===== src/hdl/deq_pkg.sv =====
// Types, constants and index helpers shared by the double-ended queue.
package deq_pkg;

    localparam int DEPTH = 16;
    localparam int IDX_W = $clog2(DEPTH);
    localparam int CNT_W = $clog2(DEPTH + 1);
    localparam int SUM_W = IDX_W + 1;
    localparam int VAL_W = 32;
    localparam int FUNC_W = 3;
    localparam int STAT_W = 2;

    // Packed widths of the two channels, rounded up to whole bytes.
    localparam int S_RAW_W = FUNC_W + VAL_W;
    localparam int S_DATA_W = ((S_RAW_W + 7) / 8) * 8;
    localparam int M_RAW_W = 2 * VAL_W + CNT_W + 1 + STAT_W;
    localparam int M_DATA_W = ((M_RAW_W + 7) / 8) * 8;

    localparam logic [FUNC_W-1:0] FN_QUERY = FUNC_W'(0);
    localparam logic [FUNC_W-1:0] FN_PUSH_BACK = FUNC_W'(1);
    localparam logic [FUNC_W-1:0] FN_PUSH_FRONT = FUNC_W'(2);
    localparam logic [FUNC_W-1:0] FN_POP_FRONT = FUNC_W'(3);
    localparam logic [FUNC_W-1:0] FN_POP_BACK = FUNC_W'(4);

    localparam logic [STAT_W-1:0] ST_OK = STAT_W'(0);
    localparam logic [STAT_W-1:0] ST_UNDER = STAT_W'(1);
    localparam logic [STAT_W-1:0] ST_OVER = STAT_W'(2);

    localparam logic [VAL_W-1:0] EMPTY_WORD = '1;

    // Ring position a + b, for a below DEPTH and b at most DEPTH.
    function automatic logic [IDX_W-1:0] ring_add(input logic [IDX_W-1:0] a,
                                                  input logic [CNT_W-1:0] b);
        logic [SUM_W-1:0] s;
        s = {1'b0, a} + SUM_W'(b);
        if (s >= SUM_W'(DEPTH)) begin
            s = s - SUM_W'(DEPTH);
        end
        return s[IDX_W-1:0];
    endfunction

    // Ring position one before a.
    function automatic logic [IDX_W-1:0] ring_dec(input logic [IDX_W-1:0] a);
        logic [IDX_W-1:0] r;
        if (a == '0) begin
            r = IDX_W'(DEPTH - 1);
        end else begin
            r = a - IDX_W'(1);
        end
        return r;
    endfunction

endpackage


===== src/hdl/double_ended_queue.sv =====
// Double-ended queue of signed 32-bit values held in a ring in one memory.
// A request is accepted in IDLE, where the pointers update and a push writes its slot;
// the READ state registers the slot memory reads and LOAD registers the result on the
// output, waiting while an earlier result is unaccepted. Requests are taken only in IDLE.
// A result waiting on the output does not hold back the next request's update.
// Reset (aresetn low at a clock edge) empties the queue; slot contents are kept.
module double_ended_queue import deq_pkg::*; (
    input  logic                 aclk,
    input  logic                 aresetn,
    input  logic                 s_tvalid,
    output logic                 s_tready,
    // func [2:0], value [34:3], zero fill above
    input  logic [S_DATA_W-1:0]  s_tdata,
    output logic                 m_tvalid,
    input  logic                 m_tready,
    // front_value, back_value, entry_count, is_empty, status, from bit 0 up
    output logic [M_DATA_W-1:0]  m_tdata
);

    typedef enum logic [2:0] {
        S_IDLE = 3'b001,
        S_READ = 3'b010,
        S_LOAD = 3'b100
    } state_t;

    state_t state_reg, state_next;

    logic [IDX_W-1:0]  front_reg, front_next;
    logic [CNT_W-1:0]  count_reg, count_next;
    logic [STAT_W-1:0] status_reg, status_next;

    logic [VAL_W-1:0]  mem [DEPTH];
    logic              wr_en;
    logic [IDX_W-1:0]  wr_addr;
    logic [IDX_W-1:0]  rd_back_addr;
    logic [VAL_W-1:0]  rd_front_reg, rd_back_reg;

    logic              m_tvalid_reg;
    logic [M_DATA_W-1:0] m_tdata_reg;
    logic              out_load;

    logic [FUNC_W-1:0] in_func;
    logic [VAL_W-1:0]  in_value;
    logic              accept;
    logic              full, empty;

    assign in_func  = s_tdata[FUNC_W-1:0];
    assign in_value = s_tdata[FUNC_W+VAL_W-1:FUNC_W];
    assign s_tready = (state_reg == S_IDLE);
    assign accept   = s_tvalid && s_tready;
    assign full     = (count_reg == CNT_W'(DEPTH));
    assign empty    = (count_reg == '0);

    // Pointer and count update; a push writes its slot in the same cycle.
    always_comb begin
        front_next  = front_reg;
        count_next  = count_reg;
        status_next = status_reg;
        wr_en       = 1'b0;
        wr_addr     = ring_add(front_reg, count_reg);
        if (accept) begin
            status_next = ST_OK;
            case (in_func)
                FN_PUSH_BACK, FN_PUSH_FRONT: begin
                    if (full) begin
                        status_next = ST_OVER;
                    end else begin
                        wr_en      = 1'b1;
                        count_next = count_reg + CNT_W'(1);
                        if (in_func == FN_PUSH_FRONT) begin
                            front_next = ring_dec(front_reg);
                            wr_addr    = ring_dec(front_reg);
                        end
                    end
                end
                FN_POP_FRONT, FN_POP_BACK: begin
                    if (empty) begin
                        status_next = ST_UNDER;
                    end else begin
                        count_next = count_reg - CNT_W'(1);
                        if (in_func == FN_POP_FRONT) begin
                            front_next = ring_add(front_reg, CNT_W'(1));
                        end
                    end
                end
                default: begin
                end
            endcase
        end
    end

    // The write lands with the pointer update, before the READ-state reads, so no bypass is needed.
    assign rd_back_addr = ring_add(front_reg, count_reg - CNT_W'(1));

    always_ff @(posedge aclk) begin
        if (wr_en) begin
            mem[wr_addr] <= in_value;
        end
        rd_front_reg <= mem[front_reg];
        rd_back_reg  <= mem[rd_back_addr];
    end

    always_comb begin
        state_next = state_reg;
        out_load   = 1'b0;
        unique case (state_reg)
            S_IDLE: begin
                if (accept) begin
                    state_next = S_READ;
                end
            end
            S_READ: begin
                state_next = S_LOAD;
            end
            S_LOAD: begin
                if (!m_tvalid_reg || m_tready) begin
                    out_load   = 1'b1;
                    state_next = S_IDLE;
                end
            end
            default: begin
                state_next = S_IDLE;
            end
        endcase
    end

    always_ff @(posedge aclk) begin
        if (!aresetn) begin
            state_reg    <= S_IDLE;
            front_reg    <= '0;
            count_reg    <= '0;
            m_tvalid_reg <= 1'b0;
        end else begin
            state_reg <= state_next;
            front_reg <= front_next;
            count_reg <= count_next;
            if (out_load) begin
                m_tvalid_reg <= 1'b1;
            end else if (m_tready) begin
                m_tvalid_reg <= 1'b0;
            end
        end
    end

    always_ff @(posedge aclk) begin
        status_reg <= status_next;
        if (out_load) begin
            m_tdata_reg <= M_DATA_W'({status_reg,
                                      empty,
                                      count_reg,
                                      empty ? EMPTY_WORD : rd_back_reg,
                                      empty ? EMPTY_WORD : rd_front_reg});
        end
    end

    assign m_tvalid = m_tvalid_reg;
    assign m_tdata  = m_tdata_reg;

endmodule

===== config.mk =====
export PLATFORM = sky130hd
export DESIGN_NAME = double_ended_queue
export DESIGN_NICKNAME = d
export VERILOG_FILES = /design/src/hdl/deq_pkg.sv /design/src/hdl/double_ended_queue.sv
export SDC_FILE = /design/constraint.sdc
export NUM_CORES = 1
export LEC_CHECK = 0
export BUFFER_PORTS_ARGS = -buffer_cell sky130_fd_sc_hd__clkbuf_2
export CAP_MARGIN = 0
export CORE_AREA = 10 10 227 229
export DETAILED_ROUTE_END_ITERATION = 8
export DIE_AREA = 0 0 237 239
export GPL_TIMING_DRIVEN = 0
export HOLD_SLACK_MARGIN = 0.02
export PLACE_DENSITY = 0.8
export RECOVER_POWER = 100
export SYNTH_ARGS = -nofsm -noshare
export SYNTH_HDL_FRONTEND = slang
export SYNTH_SLANG_ARGS = --single-unit
export TNS_END_PERCENT = 20

===== constraint.sdc =====
create_clock -name aclk -period 6.7 [get_ports aclk]
set_input_delay 0.67 -clock aclk [delete_from_list [all_inputs] [get_ports aclk]]
set_output_delay 0.67 -clock aclk [all_outputs]
set_load 0.02 [all_outputs]

Word level (Yosys, flattened, before mapping)
Memory sizes are Yosys's and may differ from the RTL's. A register that Yosys moved wholly into a read port is not among the register bits.
Index checks and enable logic that the tools add are counted.
W data, S select, Z words.
{"block": "word_totals", "reg_bits": 87, "mem_bits_rw": 512, "input_bits": 44, "out_inout_bits": 74, "elab_cells": 77, "n_memories": 1}
{"name": "mem", "depth": 16, "word_bits": 32, "read_ports": 2, "rd_ports_with_merged_regs": 2, "write_ports": 1, "line_no": "double_ended_queue.sv:32", "rtl": "logic [VAL_W-1:0] mem [DEPTH];"}
{"block": "classes", "n_addsub": 9, "n_lt_le_gt_ge": 3, "n_eq_ne": 14, "mux": 31, "n_reduce_logical": 12}
{"cell": "$mux W4", "count": 12}
{"cell": "$sub A4 B1 Y4 const B", "count": 4}
{"cell": "$ge A5 B5 Y1 const B", "count": 3}
{"cell": "$add A4 B5 Y5", "count": 2}
{"cell": "$mux W1", "count": 10}
{"cell": "$mux W5", "count": 2}
{"cell": "$ne A2 B2 Y1 const B", "count": 5}
{"cell": "$pmux W5 S2", "count": 1}
{"cell": "$eq A3 B2 Y1 const B", "count": 3}
{"cell": "$pmux W3 S3", "count": 1}
{"cell": "$pmux W4 S2", "count": 1}
{"cell": "$eq A3 B1 Y1 const B", "count": 2}
{"cell": "$eq A3 B3 Y1 const B", "count": 2}
{"cell": "$mux W3", "count": 2}
{"cell": "$reduce_and A6 Y1", "count": 1}
{"cell": "$add A4 B1 Y5 const B", "count": 1}
{"cell": "$add A5 B1 Y5 const B", "count": 1}
{"cell": "$eq A5 B5 Y1 const B", "count": 1}
{"cell": "$logic_not A5 Y1", "count": 1}
{"cell": "$sub A5 B1 Y5 const B", "count": 1}
{"cell": "$logic_not A4 Y1", "count": 1}
{"cell": "$pmux W2 S2", "count": 1}
{"cell": "$reduce_and A4 Y1", "count": 1}
{"cell": "$reduce_bool A2 Y1", "count": 2}
{"cell": "other kinds (7)", "count": 8}

Longest topological paths before layout
{"block": "logic_depth", "depth_word": 7, "depth_mapped": 11, "mapped_depth_nobuf": 9}

Least setup slack after synthesis
No wires, ideal clock.
{"block": "synth_timing", "path_kind": "register to register", "start": "register front_reg[1]", "end": "memory mem[13][0], enable pin", "setup_ns": 0.468, "arrival_ns": 4.343, "t_required_ns": 6.232, "setup_slack_ns": 1.889, "stages_incl_launch_ff": 9, "n_path_buf": 3, "period_less_slack_ns": 4.811, "path_cell_list": "dfxtp_1 -> clkbuf_2 -> buf_6 -> clkbuf_4 -> inv_1 -> fa_1 -> inv_1 -> o31a_1 -> nor3b_1"}
{"block": "synth_via", "elab_chain_cells": 7, "word_cells_on_any_way": 11, "cone_classes": "3 x add/sub; 1 x order compare; 6 x mux; 1 x reduce/logical"}
{"element": "start: declaration", "line_no": "double_ended_queue.sv:28", "rtl": "logic [IDX_W-1:0] front_reg, front_next;"}
{"element": "start signal: assignment", "line_no": "double_ended_queue.sv:135", "rtl": "front_reg <= front_next;"}
{"element": "$add A4 B5 Y5", "line_no": "deq_pkg.sv:34", "rtl": "s = {1'b0, a} + SUM_W'(b);"}
{"element": "$sub A4 B1 Y4 / $ge A5 B5 Y1 (equally long branches)", "line_no": "deq_pkg.sv:36, deq_pkg.sv:35"}
{"element": "$mux W4", "line_no": "deq_pkg.sv:35", "rtl": "if (s >= SUM_W'(DEPTH)) begin"}
{"element": "$mux W4", "line_no": "double_ended_queue.sv:70", "rtl": "if (in_func == FN_PUSH_FRONT) begin"}
{"element": "$mux W4", "line_no": "double_ended_queue.sv:65", "rtl": "if (full) begin"}
{"element": "$mux W4", "line_no": "double_ended_queue.sv:63", "rtl": "case (in_func)"}
{"element": "$mux W4 *", "line_no": "double_ended_queue.sv:61", "rtl": "if (accept) begin"}
{"element": "end: declaration", "line_no": "double_ended_queue.sv:32"}
Mark *: on every way between the ends. The rest lies on a longest branch, timed or not.

Worst setup path after layout
{"block": "layout_timing", "start": "register front_reg[1]", "end": "memory mem[14][16], enable pin"}
The elaborated chain is that of the path after synthesis.

==> results.tsv <==
stage	metric	value	unit
run_status	status	finished, violations left	
run_status	violations in the final reports	capacitance limit, slew limit	
clock_tree	post_cts resized	0	
clock_tree	Longest Clk Path Bufs	3	
worst_setup_path	arrival time of the worst setup path	5.89	ns
finish	fraction of the core area covered by cells at the end of the flow	69.3	%
power_and_ir_drop	Power, Total	9.57	mW
synthesis	Area contributors post-synth	edfxtp_1 61%, mux4_2 21%, dfxtp_1 5.3%, mux4_1 2.0%, or2_2 1.4%	
clock_tree	CTS Root Buffer Type	clkbuf_16	
floorplan	I/O pin cnt	118	
place	Detail Placement HPWL	49700	um
power_and_ir_drop	internal power	7.33	mW
floorplan	Floorplan Core Area	47100	sq um
global_route	GR Util All Layers	27.2	%
floorplan	die boundary width	237	um
timing	Worst Hold Slack	0.393	ns
timing	RSZ-0062 raised after global routing	no	
global_route	initial antenna violation count	3	
timing	number of slew-limit violations in the final report	158	
synthesis	library cell with the largest summed area after synthesis	edfxtp_1	
place	number of port buffers	112	
timing	endpoints failing hold	0	
synthesis	share of the synthesized area in the top cell type	61.0	%
clock_tree	buffers inserted by post-CTS timing repair	0	
drt	overall routed net length	76500	um
synthesis	number of flip-flops and latches in the synthesized netlist	663	
global_route	global route total overflow	0	
synthesis	Seq/Total Area, Yosys	66.3	%
clock_tree	clock buffers created by TritonCTS	67	
power_and_ir_drop	pwr dens	293	nW/um^2
timing	post-route worst setup slack	1.03	ns
finish	most common cell after layout, fill and taps aside	edfxtp_1	
drt	post-detailed-route count of antenna-violating nets	0	
finish	layout cells sized above 1	30.5	%
timing	final worst path period need	5.67	ns
synthesis	share of flip-flops with an asynchronous set or reset after synthesis	0	%
job	# Max-Cap Violations	9	
drt	WL per Instance	33.0	um
floorplan	area enclosed by the die boundary	56600	sq um
synthesis	synth warn	0	
clock_tree	CTS tree	done	
timing	achievable clock frequency	0.176	GHz
finish	Post-layout nets	1705	
timing	crit share post-route	84.6	%
global_route	vias in the first global route	16800	
clock_tree	Clock Latency Late Sink	0.60	ns
synthesis	Synth Flop Type	edfxtp_1	
place	worst slack, placed	2.15	ns
worst_setup_path	required time of the critical path	6.93	ns
power_and_ir_drop	highest ir drop seen on vdd	0.237	mV
hold_path	type of the worst min-delay path	in2reg	
finish	multi-input gate area in the final layout	8970	sq um
finish	register area	19100	sq um
worst_setup_path	Setup crit end kind	flop	
floorplan	die height	239	um
timing	slew at the pin closest to its max-slew limit	2.43	ns
clock_tree	clock transition time at the flip-flop clock pins of the worst setup and hold paths	0.06	ns
global_route	wire length of the first global-routing pass	113000	um
synthesis	Avg Synthesized Cell Area	20.2	sq um
synthesis	number of cells produced by synthesis	1428	
worst_setup_path	Startpoint Class	flop	
power_and_ir_drop	Sw Ratio	23.4	%
worst_setup_path	Crit Path Max Fanout	10	
timing	Final setup violation count	0	
power_and_ir_drop	share of power burned in registers	48.7	%
synthesis	Netlist cell types	61	
drt	total vias in the final route	16500	
power_and_ir_drop	relative contribution of combinational cells to total power	11.3	%
drt	DRC violation count after routing	0	
timing	Worst Clk Skew	0.0158	ns
clock_tree	TritonCTS Sinks	663	
drt	Avg Vias per Cell	7.10	
worst_setup_path	start-to-end type of the worst setup path	reg2reg	
clock_tree	CTS H-Tree Depth	3	
power_and_ir_drop	Clk network pwr share	40.1	%
synthesis	Syn Std Cell Area	28900	sq um
finish	max reg flops	512	
power_and_ir_drop	reported leakage power	10.2	nW
clock_tree	Hold Buf Count CTS	0	
finish	commonest non-fill, non-tap cells in the layout	586 x edfxtp_1, 265 x mux4_2, 184 x clkbuf_1	
place	placer congestion estimate	0.803	
synthesis	EDFF count, synth	586	
timing	relative max-transition margin	-61.8	%
power_and_ir_drop	switching power of the nets	2.24	mW
global_route	maximum number of pins on one net before global-route repair	42	
drt	DRT iter0 DRCs	2474	
floorplan	Initial Util	61.2	%
floorplan	placement row count	80	
finish	Area growth, synth to finish	13.1	%
drt	Detailed Routing Iterations Pass 1	5	
synthesis	Mapped Nets	1485	
finish	fillcell total	2905	
[kinds of logic after synthesis]
| kind of cell | count (synthesis) | synth area share [%] |
|---|---|---|
| multiplexers | 293 | 22.9 |
| XOR/XNOR | 13 | 0.512 |
| buffers and inverters | 108 | 2.57 |
| AO/OA/AOI/OAI | 99 | 2.41 |
| flip-flops | 663 | 66.3 |
| AND/OR/NAND/NOR | 239 | 4.69 |
| adder cells (fa/ha/maj) | 13 | 0.616 |
[final timing paths]
kind / cells after the start / slack, ns / from / endpoint
max: 11 / 1.03 / front_reg[1] / mem[14][16]
max reg2reg: 11 / 1.03 / front_reg[1] / mem[14][16]
min: 2 / 0.39 / aresetn / m_tvalid
min reg2reg: 0 / 0.42 / status_reg[1] / m_tdata[71]
[power by group through the flow]
stage                     registers (mW)  clock network [mW]  logic [mW]
after CTS                           4.66                3.85        1.08
after global routing                4.67                4.02        1.13
after floorplan                     4.73                   0       0.673
final                               4.66                3.84        1.08
after global placement              4.74                   0        1.03
after detailed placement            4.74                   0        1.07
[final cells by class]
| cell class | instances | share of cell area [%] |
|---|---|---|
| repair buffers | 151 | 2.41 |
| clock inverters | 23 | 0.824 |
| diodes | 2 | 0.0153 |
| flip-flops and latches | 663 | 58.6 |
| multi-input cells | 657 | 27.5 |
| inverters | 10 | 0.115 |
| well taps | 615 | 2.36 |
| clock buffers | 99 | 6.07 |
| plain buffers | 98 | 2.10 |
[worst max-delay path, stage by stage (launching register included)]
cell and delay (ns):
dfxtp_1 0.42, clkbuf_1 0.48, clkbuf_1 0.45, clkbuf_4 0.38
inv_1 0.19, fa_1 0.46, xor2_1 0.16, mux2i_1 0.18
nand2_1 0.30, nor3b_1 1.05, clkbuf_1 0.53, clkbuf_1 0.65
[cells in the mapped netlist, types with 6 or more instances]
master	n
dfxtp_1	77
and2_1	36
nand2b_1	7
a21oi_1	6
a211oi_1	35
clkbuf_4	7
buf_6	7
nor2_1	11
inv_1	9
mux4_1	22
mux2i_1	6
mux4_2	265
buf_2	34
nand2_1	79
ha_1	11
clkbuf_1	27
nor3b_1	8
clkbuf_8	8
or2_2	64
a31oi_1	36
edfxtp_1	586
buf_12	7
[layer usage]
metal | track usage, % | routed length [um]
met3 | 7.30 | 9550
met1 | 35.5 | 26800
met2 | 43.5 | 37300
met4 | 10.5 | 2780
met5 | 0 | 13
[through the flow]
step	instance area (sq um)	std cells	setup TNS (ns)
after CTS	33200	2316	0
final	32700	2318	0
after floorplan	28900	1428	0
after global routing	32700	2318	0
after global placement	30200	2155	-263.69
after detailed placement	30900	2194	0
(Power assumes the default switching activity.)
